## config.mk

```make
export PLATFORM = sky130hd
export DESIGN_NAME = ctwa_div
export DESIGN_NICKNAME = d
export VERILOG_FILES = /design/src/rtl/cascaded_time_window_average_top_defines.svh /design/src/rtl/ctwa_pkg.sv /design/src/rtl/ctwa_div.sv
export SDC_FILE = /design/constraint.sdc
export NUM_CORES = 1
export LEC_CHECK = 0
export BUFFER_PORTS_ARGS = -buffer_cell sky130_fd_sc_hd__buf_2
export CELL_PAD_IN_SITES_DETAIL_PLACEMENT = 1
export CELL_PAD_IN_SITES_GLOBAL_PLACEMENT = 1
export CORE_MARGIN = 1
export CORE_UTILIZATION = 46
export DETAILED_ROUTE_END_ITERATION = 10
export GPL_TIMING_DRIVEN = 0
export PLACE_DENSITY_LB_ADDON = 0.1
export RECOVER_POWER = 25
export SYNTH_ARGS = -nofsm -noshare
export SYNTH_HDL_FRONTEND = slang
export SYNTH_SLANG_ARGS = --single-unit
```

## constraint.sdc

```tcl
create_clock -name clk_i -period 4.2 [get_ports clk_i]
set_input_delay 0.42 -clock clk_i [delete_from_list [all_inputs] [get_ports clk_i]]
set_output_delay 0.42 -clock clk_i [all_outputs]
set_load 0.01 [all_outputs]
```

## src/rtl/cascaded_time_window_average_top_defines.svh

```systemverilog
// Assertion macros shared by the cascaded time window average RTL.
// Assumes the including module has clk_i and rst_ni in scope.
`ifndef CASCADED_TIME_WINDOW_AVERAGE_TOP_DEFINES_SVH
`define CASCADED_TIME_WINDOW_AVERAGE_TOP_DEFINES_SVH

// Check a condition on every clock edge outside reset
`define CTWA_ASSERT(lbl, cond, msg) \
  lbl: assert property (@(posedge clk_i) disable iff (!rst_ni) (cond)) \
    else $error(msg);

// Check that an antecedent implies a consequent in the same cycle
`define CTWA_ASSERT_IMP(lbl, ante, cons, msg) \
  lbl: assert property (@(posedge clk_i) disable iff (!rst_ni) (ante) |-> (cons)) \
    else $error(msg);

`endif

```

## src/rtl/ctwa_pkg.sv

```systemverilog
// Package for the cascaded time window average: sizes, level codes and
// ring address helpers. No dependencies.
`timescale 1ns / 1ps

package ctwa_pkg;

  localparam int SHORT_DEPTH = 64;
  localparam int DAY_DEPTH   = 32;
  localparam int MAX_DEPTH   = (SHORT_DEPTH > DAY_DEPTH) ? SHORT_DEPTH : DAY_DEPTH;
  localparam int PTR_W       = $clog2(MAX_DEPTH);
  localparam int FILL_W      = PTR_W + 1;
  // sum of up to MAX_DEPTH signed 32-bit values
  localparam int SUM_W       = PTR_W + 33;
  localparam int MEM_DEPTH   = 2 * SHORT_DEPTH + DAY_DEPTH;
  localparam int ADDR_W      = $clog2(MEM_DEPTH);
  localparam int DIVC_W      = $clog2(SUM_W + 1);

  typedef logic [1:0] lvl_t;
  localparam lvl_t LVL_MIN  = 2'd0;
  localparam lvl_t LVL_HOUR = 2'd1;
  localparam lvl_t LVL_DAY  = 2'd2;

  localparam logic [31:0] WIN_MIN  = 32'd59;
  localparam logic [31:0] WIN_HOUR = 32'd3599;
  localparam logic [31:0] WIN_DAY  = 32'd86399;
  localparam logic [31:0] GAP_MIN  = 32'd60;
  localparam logic [31:0] GAP_HOUR = 32'd3600;

  // divider request and response
  typedef struct packed {
    logic                    start;
    logic signed [SUM_W-1:0] dividend;
    logic [FILL_W-1:0]       divisor;
  } div_req_t;

  typedef struct packed {
    logic        done;
    logic [31:0] quotient;
  } div_rsp_t;

  function automatic logic [FILL_W-1:0] depth_of(lvl_t l);
    return (l == LVL_DAY) ? FILL_W'(DAY_DEPTH) : FILL_W'(SHORT_DEPTH);
  endfunction

  function automatic logic [31:0] window_of(lvl_t l);
    logic [31:0] w;
    case (l)
      LVL_MIN:  w = WIN_MIN;
      LVL_HOUR: w = WIN_HOUR;
      default:  w = WIN_DAY;
    endcase
    return w;
  endfunction

  function automatic logic [31:0] gap_of(lvl_t l);
    return (l == LVL_MIN) ? GAP_MIN : GAP_HOUR;
  endfunction

  // (h + k) mod d for h < d and k < d
  function automatic logic [PTR_W-1:0] wrap_add(logic [PTR_W-1:0] h,
                                                logic [FILL_W-1:0] k,
                                                logic [FILL_W-1:0] d);
    logic [FILL_W-1:0] s;
    s = {1'b0, h} + k;
    if (s >= d) s = s - d;
    return s[PTR_W-1:0];
  endfunction

  function automatic logic [ADDR_W-1:0] mem_addr(lvl_t l, logic [PTR_W-1:0] slot);
    logic [ADDR_W-1:0] a;
    case (l)
      LVL_MIN:  a = ADDR_W'(slot);
      LVL_HOUR: a = ADDR_W'(SHORT_DEPTH) + ADDR_W'(slot);
      default:  a = ADDR_W'(2 * SHORT_DEPTH) + ADDR_W'(slot);
    endcase
    return a;
  endfunction

endpackage

```

## src/rtl/ctwa_div.sv

```systemverilog
// Iterative signed-by-unsigned divider, one quotient bit per cycle.
// Depends on ctwa_pkg for widths and the request/response structs.
`timescale 1ns / 1ps

module ctwa_div (
  input  logic               clk_i,
  input  logic               rst_ni,
  input  ctwa_pkg::div_req_t req_i,
  output ctwa_pkg::div_rsp_t rsp_o
);
  import ctwa_pkg::*;

  logic              busy_q;
  logic              done_q;
  logic              neg_q;
  logic              zero_q;
  logic [SUM_W-1:0]  mag_q;
  logic [FILL_W-1:0] rem_q;
  logic [FILL_W-1:0] dvs_q;
  logic [DIVC_W-1:0] cnt_q;
  logic [FILL_W:0]   rem_sh;
  logic              bit_ok;
  logic [SUM_W-1:0]  quo_full;

  // shift in the next dividend bit and try a subtract
  assign rem_sh = {rem_q, mag_q[SUM_W-1]};
  assign bit_ok = rem_sh >= {1'b0, dvs_q};

  always_ff @(posedge clk_i or negedge rst_ni) begin
    if (!rst_ni) begin
      busy_q <= 1'b0;
      done_q <= 1'b0;
    end else begin
      done_q <= 1'b0;
      if (req_i.start) begin
        busy_q <= 1'b1;
      end else if (busy_q && cnt_q == DIVC_W'(1)) begin
        busy_q <= 1'b0;
        done_q <= 1'b1;
      end
    end
  end

  always_ff @(posedge clk_i) begin
    if (req_i.start) begin
      neg_q  <= req_i.dividend[SUM_W-1];
      zero_q <= (req_i.divisor == '0);
      mag_q  <= req_i.dividend[SUM_W-1] ? SUM_W'(-req_i.dividend)
                                        : SUM_W'(req_i.dividend);
      dvs_q  <= req_i.divisor;
      rem_q  <= '0;
      cnt_q  <= DIVC_W'(SUM_W);
    end else if (busy_q) begin
      rem_q  <= bit_ok ? FILL_W'(rem_sh - {1'b0, dvs_q}) : rem_sh[FILL_W-1:0];
      mag_q  <= {mag_q[SUM_W-2:0], bit_ok};
      cnt_q  <= cnt_q - DIVC_W'(1);
    end
  end

  // truncate toward zero: divide magnitudes, then restore the sign
  assign quo_full = neg_q ? (~mag_q + SUM_W'(1)) : mag_q;

  assign rsp_o.done     = done_q;
  assign rsp_o.quotient = zero_q ? 32'd0 : quo_full[31:0];

endmodule

```

==> results of run 1 <==
==> path summary, 6_finish.rpt <==
kind                                       start               endpoint  cells after the start
max in group asynchronous                 rst_ni     busy_q$_DFFE_PN0P_                      2
max reg2reg                   dvs_q[5]$_DFFE_PP_  rem_q[1]$_SDFFE_PP0P_                      8
min                                     req_i[6]     dvs_q[6]$_DFFE_PP_                      1
min in group asynchronous                 rst_ni       done_q$_DFF_PN0_                      2
min reg2reg                cnt_q[5]$_SDFFE_PP1P_       done_q$_DFF_PN0_                      1
max                           mag_q[5]$_DFFE_PP_              rsp_o[31]                      6
==> layout by cell type (no fill, tap or decap), types with 18 or more instances in the layout <==
cell,count
nand2_1,18
a21oi_1,36
clkbuf_1,38
o21ai_0,20
o31ai_1,20
edfxtp_1,48
buf_2,73
xor2_1,51
nor2_1,88
inv_1,22
==> flip-flops by register name (all words and copies together), names as in the netlist <==
name,cells
mag_q,39
done_q,1
rem_q,7
zero_q,1
neg_q,1
busy_q,1
cnt_q,6
dvs_q,7
==> cell usage after synthesis, types with 3 or more instances <==
master	n
nor2_1	88
nand3b_1	6
inv_1	23
edfxtp_1	48
xnor2_1	14
nor2b_1	8
o311ai_0	3
o41ai_1	11
or3b_2	3
dfxtp_1	13
or2_2	7
o21bai_1	3
xor2_1	51
ha_1	11
or4_4	3
nand2_1	18
a31oi_1	7
clkbuf_1	27
nand4_1	3
or4_1	8
a41oi_1	5
a21oi_1	36
o41ai_2	3
nor4_1	14
nand3_1	14
o211ai_1	3
nand2b_1	6
or3_1	11
nand4b_1	3
a311oi_1	5
o21ai_0	20
o31ai_1	20
nor3_1	11
==> critical path, stage by stage, from the launching register on <==
cell and delay, ps:
edfxtp_1 460, nor4_1 700, nand3_1 550, o41ai_1 620
xnor2_1 110, nor2_1 160, buf_2 160
==> cell families (layout without fill, tap and decap cells) <==
logic type,count (synthesis),after routing
simple gates,211,211
compound gates,130,130
xor+xnor,65,65
flops,63,63
buf+inv,56,154
fa+ha+maj,12,12
mux,6,6
==> layout make-up <==
cell class	instances	area (µm²)	area share
well taps	133	166	0.0300
plain buffers	33	144	0.0259
clock buffers	10	128	0.0230
flip-flops and latches	63	1750	0.316
multi-input cells	424	2790	0.502
clock inverters	6	85.1	0.0153
inverters	23	86.3	0.0156
repair buffers	82	404	0.0728
==> per-layer routing <==
| layer | GRT usage | share of wire |
|---|---|---|
| met5 | 0 | 0 |
| met4 | 0.0684 | 0.012 |
| met3 | 0.0409 | 0.058 |
| met2 | 0.458 | 0.46 |
| met1 | 0.398 | 0.47 |
==> power by group through the flow <==
stage	logic, mW	clock network (mW)	registers [mW]
final	0.564	0.598	0.839
after CTS	0.562	0.604	0.838
after detailed placement	0.558	0	0.851
after floorplan	0.377	0	0.822
after global routing	0.622	0.627	0.850
after global placement	0.532	0	0.845
==> what timing repair did <==
item                                    CTS  global route
endpoints found under the setup margin    0             0
hold buffers                              1             0
gates resized for setup                   0             0
hold endpoints to repair                  2             0
==> impl_results.md, run 1 <==
- Layout Nets: 697
- Clock latency at the later pin of the worst-skew pair: 360 ps
- Input/output buffers: 81
- Final hold slack: 243 ps
- Slew @ Worst Pin: 1090 ps
- Min-Delay Path Class: primary input to flop
- IO Count: 82
- H-tree depth: 3
- Total power: 2.00 mW
- Number of synthesized register bits: 63
- Post-CTS Setup Inserts: 0
- Vias in the first global route: 4566
- First-pass GRT wire length: 24100 µm
- Total nets after synthesis: 604
- Clock Sinks: 63
- Pleak: 2.12 nW
- XOR/XNOR Fraction of Synth Area: 0.119
- Initial core utilization: 0.481
- Startpoint types: flop
- Post-synthesis adder-cell area fraction: 0.0331
- Synth Warn #: 0
- Setup TNS: 0 ps
- Simple-Gate Fraction of Synth Area: 0.228
- Net Switching: 0.675 mW
- Largest area contributor in the netlist: edfxtp_1
- Core Region: 0.00991 mm²
- Setup CP Type: flop to primary output
- Post-synth EDFFs: 48
- Total Routing Usage GR: 0.283
- R2R setup slack: 1710 ps
- Arrival time at the worst endpoint: 3130 ps
- Final hold viol count: 0
- Register share of total power: 0.419
- Largest net degree at the start of global routing: 40
- Internal power: 1.33 mW
- Power per cell area: 360 mW/mm²
- Share of layout cells above drive strength 1: 0.175
- Die X: 104 µm
- Clk slew on worst S/H paths: 90 ps
- Max frequency: 0.282 GHz
- Die area: 0.0108 mm²
- Tcrit/Tclk final: 0.845
- Top-area cell type share of the netlist area: 0.302
- CP endpoint kind: primary output
- Total gr overflow: 0
- Sequential area share after synthesis: 0.367
- Final core utilization: 0.560
- Area growth syn-to-layout: 16.4%
- Initial drt markers: 248
- Post-Route Skew: 10.7 ps
- DRC viols: 0
- Ranking of synthesized cells by area: edfxtp_1 (30%), xor2_1 (9.4%), nor2_1 (6.9%), dfxtp_1 (5.5%), a21oi_1 (3.8%)
- Initial antenna violation count: 0
- Dpl ws: 1010 ps
- Worst slew slack as a fraction of its limit: 0.265
- Total Routed Length: 14900 µm
- Switch share: 0.338
- Worst Path Required: 3780 ps
- Multiplexer area fraction after synthesis: 0.0136
- CTS tree: yes
- Mapped Area: 0.00477 mm²
- Vias post-DR: 4670
- Fillers: 1247
- DP HPWL: 11300 µm
- FFs w/ async S/R, synth: 0.0317
- Ys flop type: edfxtp_1
- Slew Limit Fails: 0
- Routed Antenna Nets: 0
- Die height: 104 µm
- Drt first pass iters: 5
- Total of max-cap violations: 0
- DR WL/cell: 19.3 µm
- CTS Buf Count: 9
- VDD IR max: 221 µV
- Combinational Power Share: 0.282
- Outcome: complete, no violations
- Syn avg cell area: 8.78 µm²
- Crit path time final: 3550 ps
- Final instance area: 0.00555 mm²
- Compound-Gate Fraction of Synth Area: 0.190
- Clock share of power: 0.299
- Max clock buf depth: 2
- Cell row count: 36
- GPL Wtd Cong: 0.920
- Maximum fanout along the worst path: 9
- ANT cells: 0
- DR vias/cell: 6.03
- Setup-failing EPs final: 0
- Syn Inst Count: 543
- Worst setup margin: 651 ps
- RSZ-0062 raised after global routing: false
- Distinct cell type count of the synthesized netlist: 60
- CTS root buf: clkbuf_8
- Placed inst area: 0.00534 mm²
- Placed Instances: 757
- Largest family of logic cells by synthesized area: simple AND/OR/NAND/NOR gates
- Post-layout instance count excluding filler cells: 774
No activity file was read; power rests on OpenSTA's default activity.
==> run 2: changes to the inputs <==
- CORE_UTILIZATION: 46 -> 43
- clock period: 4.2 -> 3.61 ns (I/O delays scaled with it)
==> impl_results.md, run 2 (same netlist as run 1, synthesis figures left out) <==
- Slew Limit Fails: 0
- Top Registers: mag_q (39), dvs_q (7), rem_q (7)
- Power per cell area: 404 mW/mm²
- Die area: 0.0115 mm²
- R2r startpoint: mag_q[38]$_DFFE_PP_
- Area of the multi-input gates: 0.00279 mm²
- Max clock buf depth: 2
- DRC viols: 0
- DR vias/cell: 5.98
- Cell row count: 38
- DP HPWL: 11400 µm
- Initial drt markers: 293
- Setup-failing EPs final: 0
- Setup TNS: 0 ps
- Total gr overflow: 0
- Post-CTS Setup Inserts: 0
- Worst slew slack as a fraction of its limit: 0.231
- Clock Sinks: 63
- Layout Nets: 697
- Arrival time at the worst endpoint: 2890 ps
- Initial core utilization: 0.440
- Area growth syn-to-layout: 16.5%
- Max reg flops: 39
- Largest net degree at the start of global routing: 40
- Core Region: 0.0108 mm²
- Input/output buffers: 81
- Maximum fanout along the worst path: 9
- Die height: 107 µm
- CP endpoint kind: primary output
- H-tree depth: 3
- Top reg by flops: mag_q
- Final hold viol count: 0
- Most common cell after layout, fill and taps aside: nor2_1
- Vias post-DR: 4668
- Clock latency at the later pin of the worst-skew pair: 360 ps
- Hold depth: 1
- IO Count: 82
- Tcrit/Tclk final: 0.901
- Pleak: 2.12 nW
- Total Routing Usage GR: 0.268
- Hold endpoint: dvs_q[1]$_DFFE_PP_
- Slew @ Worst Pin: 1140 ps
- GPL Wtd Cong: 0.853
- Post-Route Skew: 8.06 ps
- R2R depth: 8
- Final core utilization: 0.512
- RSZ-0062 raised after global routing: false
- Max frequency: 0.307 GHz
- Clk slew on worst S/H paths: 80 ps
- Sequential standard cell area: 0.00175 mm²
- Worst R2R End: rem_q[2]$_SDFFE_PP0P_
- CTS Buf Count: 9
- Critical path origin: mag_q[8]$_DFFE_PP_
- Vias in the first global route: 4406
- Initial antenna violation count: 0
- CTS root buf: clkbuf_8
- Routed Antenna Nets: 0
- R2R setup slack: 1230 ps
- Total of max-cap violations: 0
- DR WL/cell: 19.2 µm
- Die X: 107 µm
- CTS tree: yes
- Most frequent cells in the layout: nor2_1 (88), buf_2 (75), xor2_1 (51)
- First-pass GRT wire length: 23500 µm
- Fillers: 1343
- Share of layout cells above drive strength 1: 0.183
- Drt first pass iters: 4
- Setup CP Type: flop to primary output
- Min-Delay Path Class: primary input to flop
- Crit path time final: 3250 ps
- VDD IR max: 185 µV
- Worst hold start: req_i[1]
- Startpoint types: flop
- Total Routed Length: 15000 µm
- Worst Path Required: 3250 ps
- Outcome: complete, no violations
- ANT cells: 0
run 2: cell count changes in the layout (fill, tap and decap cells not counted), moves of 2 or more:
cell	change
buf_2	+2
bufinv_16	-2
clkbuf_1	-3
inv_4	+2
inv_6	+2
run 2: timing repair:
item | CTS | global route
hold endpoints to repair | 2 | 0
setup endpoints to repair | 0 | 2
gates resized for setup | 0 | 1
hold buffers | 1 | 0
run 2: per-stage QoR:
stage / area (µm²) / power (mW) / hold slack [ps] / std cells / worst slack [ps]
3_5_place_dp: 5350 / 1.63 / 149 / 764 / 554
5_1_grt: 5550 / 2.37 / 180 / 781 / 255
6_report: 5550 / 2.24 / 186 / 781 / 356
2_1_floorplan: 4770 / 1.39 / 65.4 / 543 / 1180
3_3_place_gp: 5350 / 1.60 / 146 / 764 / 339
4_1_cts: 5550 / 2.25 / 178 / 781 / 168
run 2: how the worst max path moves through the flow:
stage | end | slack [ps] | cells after the start
after floorplan | mag_q[31]$_DFFE_PP_ | 1180 | 7
after global placement | mag_q[13]$_DFFE_PP_ | 340 | 5
after detailed placement | rsp_o[31] | 550 | 6
after CTS | rsp_o[31] | 170 | 6
after global routing | rsp_o[31] | 250 | 6
final | rsp_o[31] | 360 | 7
run 2: final cells by class:
type,instances,area share
plain buffers,33,0.0259
clock buffers,10,0.0268
clock inverters,6,0.00856
inverters,23,0.0156
multi-input cells,424,0.503
flip-flops and latches,63,0.316
well taps,140,0.0316
repair buffers,82,0.0732
run 2: worst max-delay path, stage by stage, from the launching register on:
cell      delay [ps]
edfxtp_1         360
clkbuf_1         200
nor4_1           480
nand3_1          490
o41ai_1          600
xnor2_1          120
nor2_1           140
buf_2            150
run 2: routing by layer:
layer	up-vias	global-route usage	wire, µm
met3	17	0.0278	817
met1	2287	0.387	6970
met4	0	0.0871	235
met5	-	0	0
li1	2199	-	-
met2	165	0.420	6960
run 2: report_power, final:
group	internal, mW	switching [mW]
clock	0.299	0.320
sequential	0.882	0.0921
combinational	0.273	0.379
total	1.45	0.791
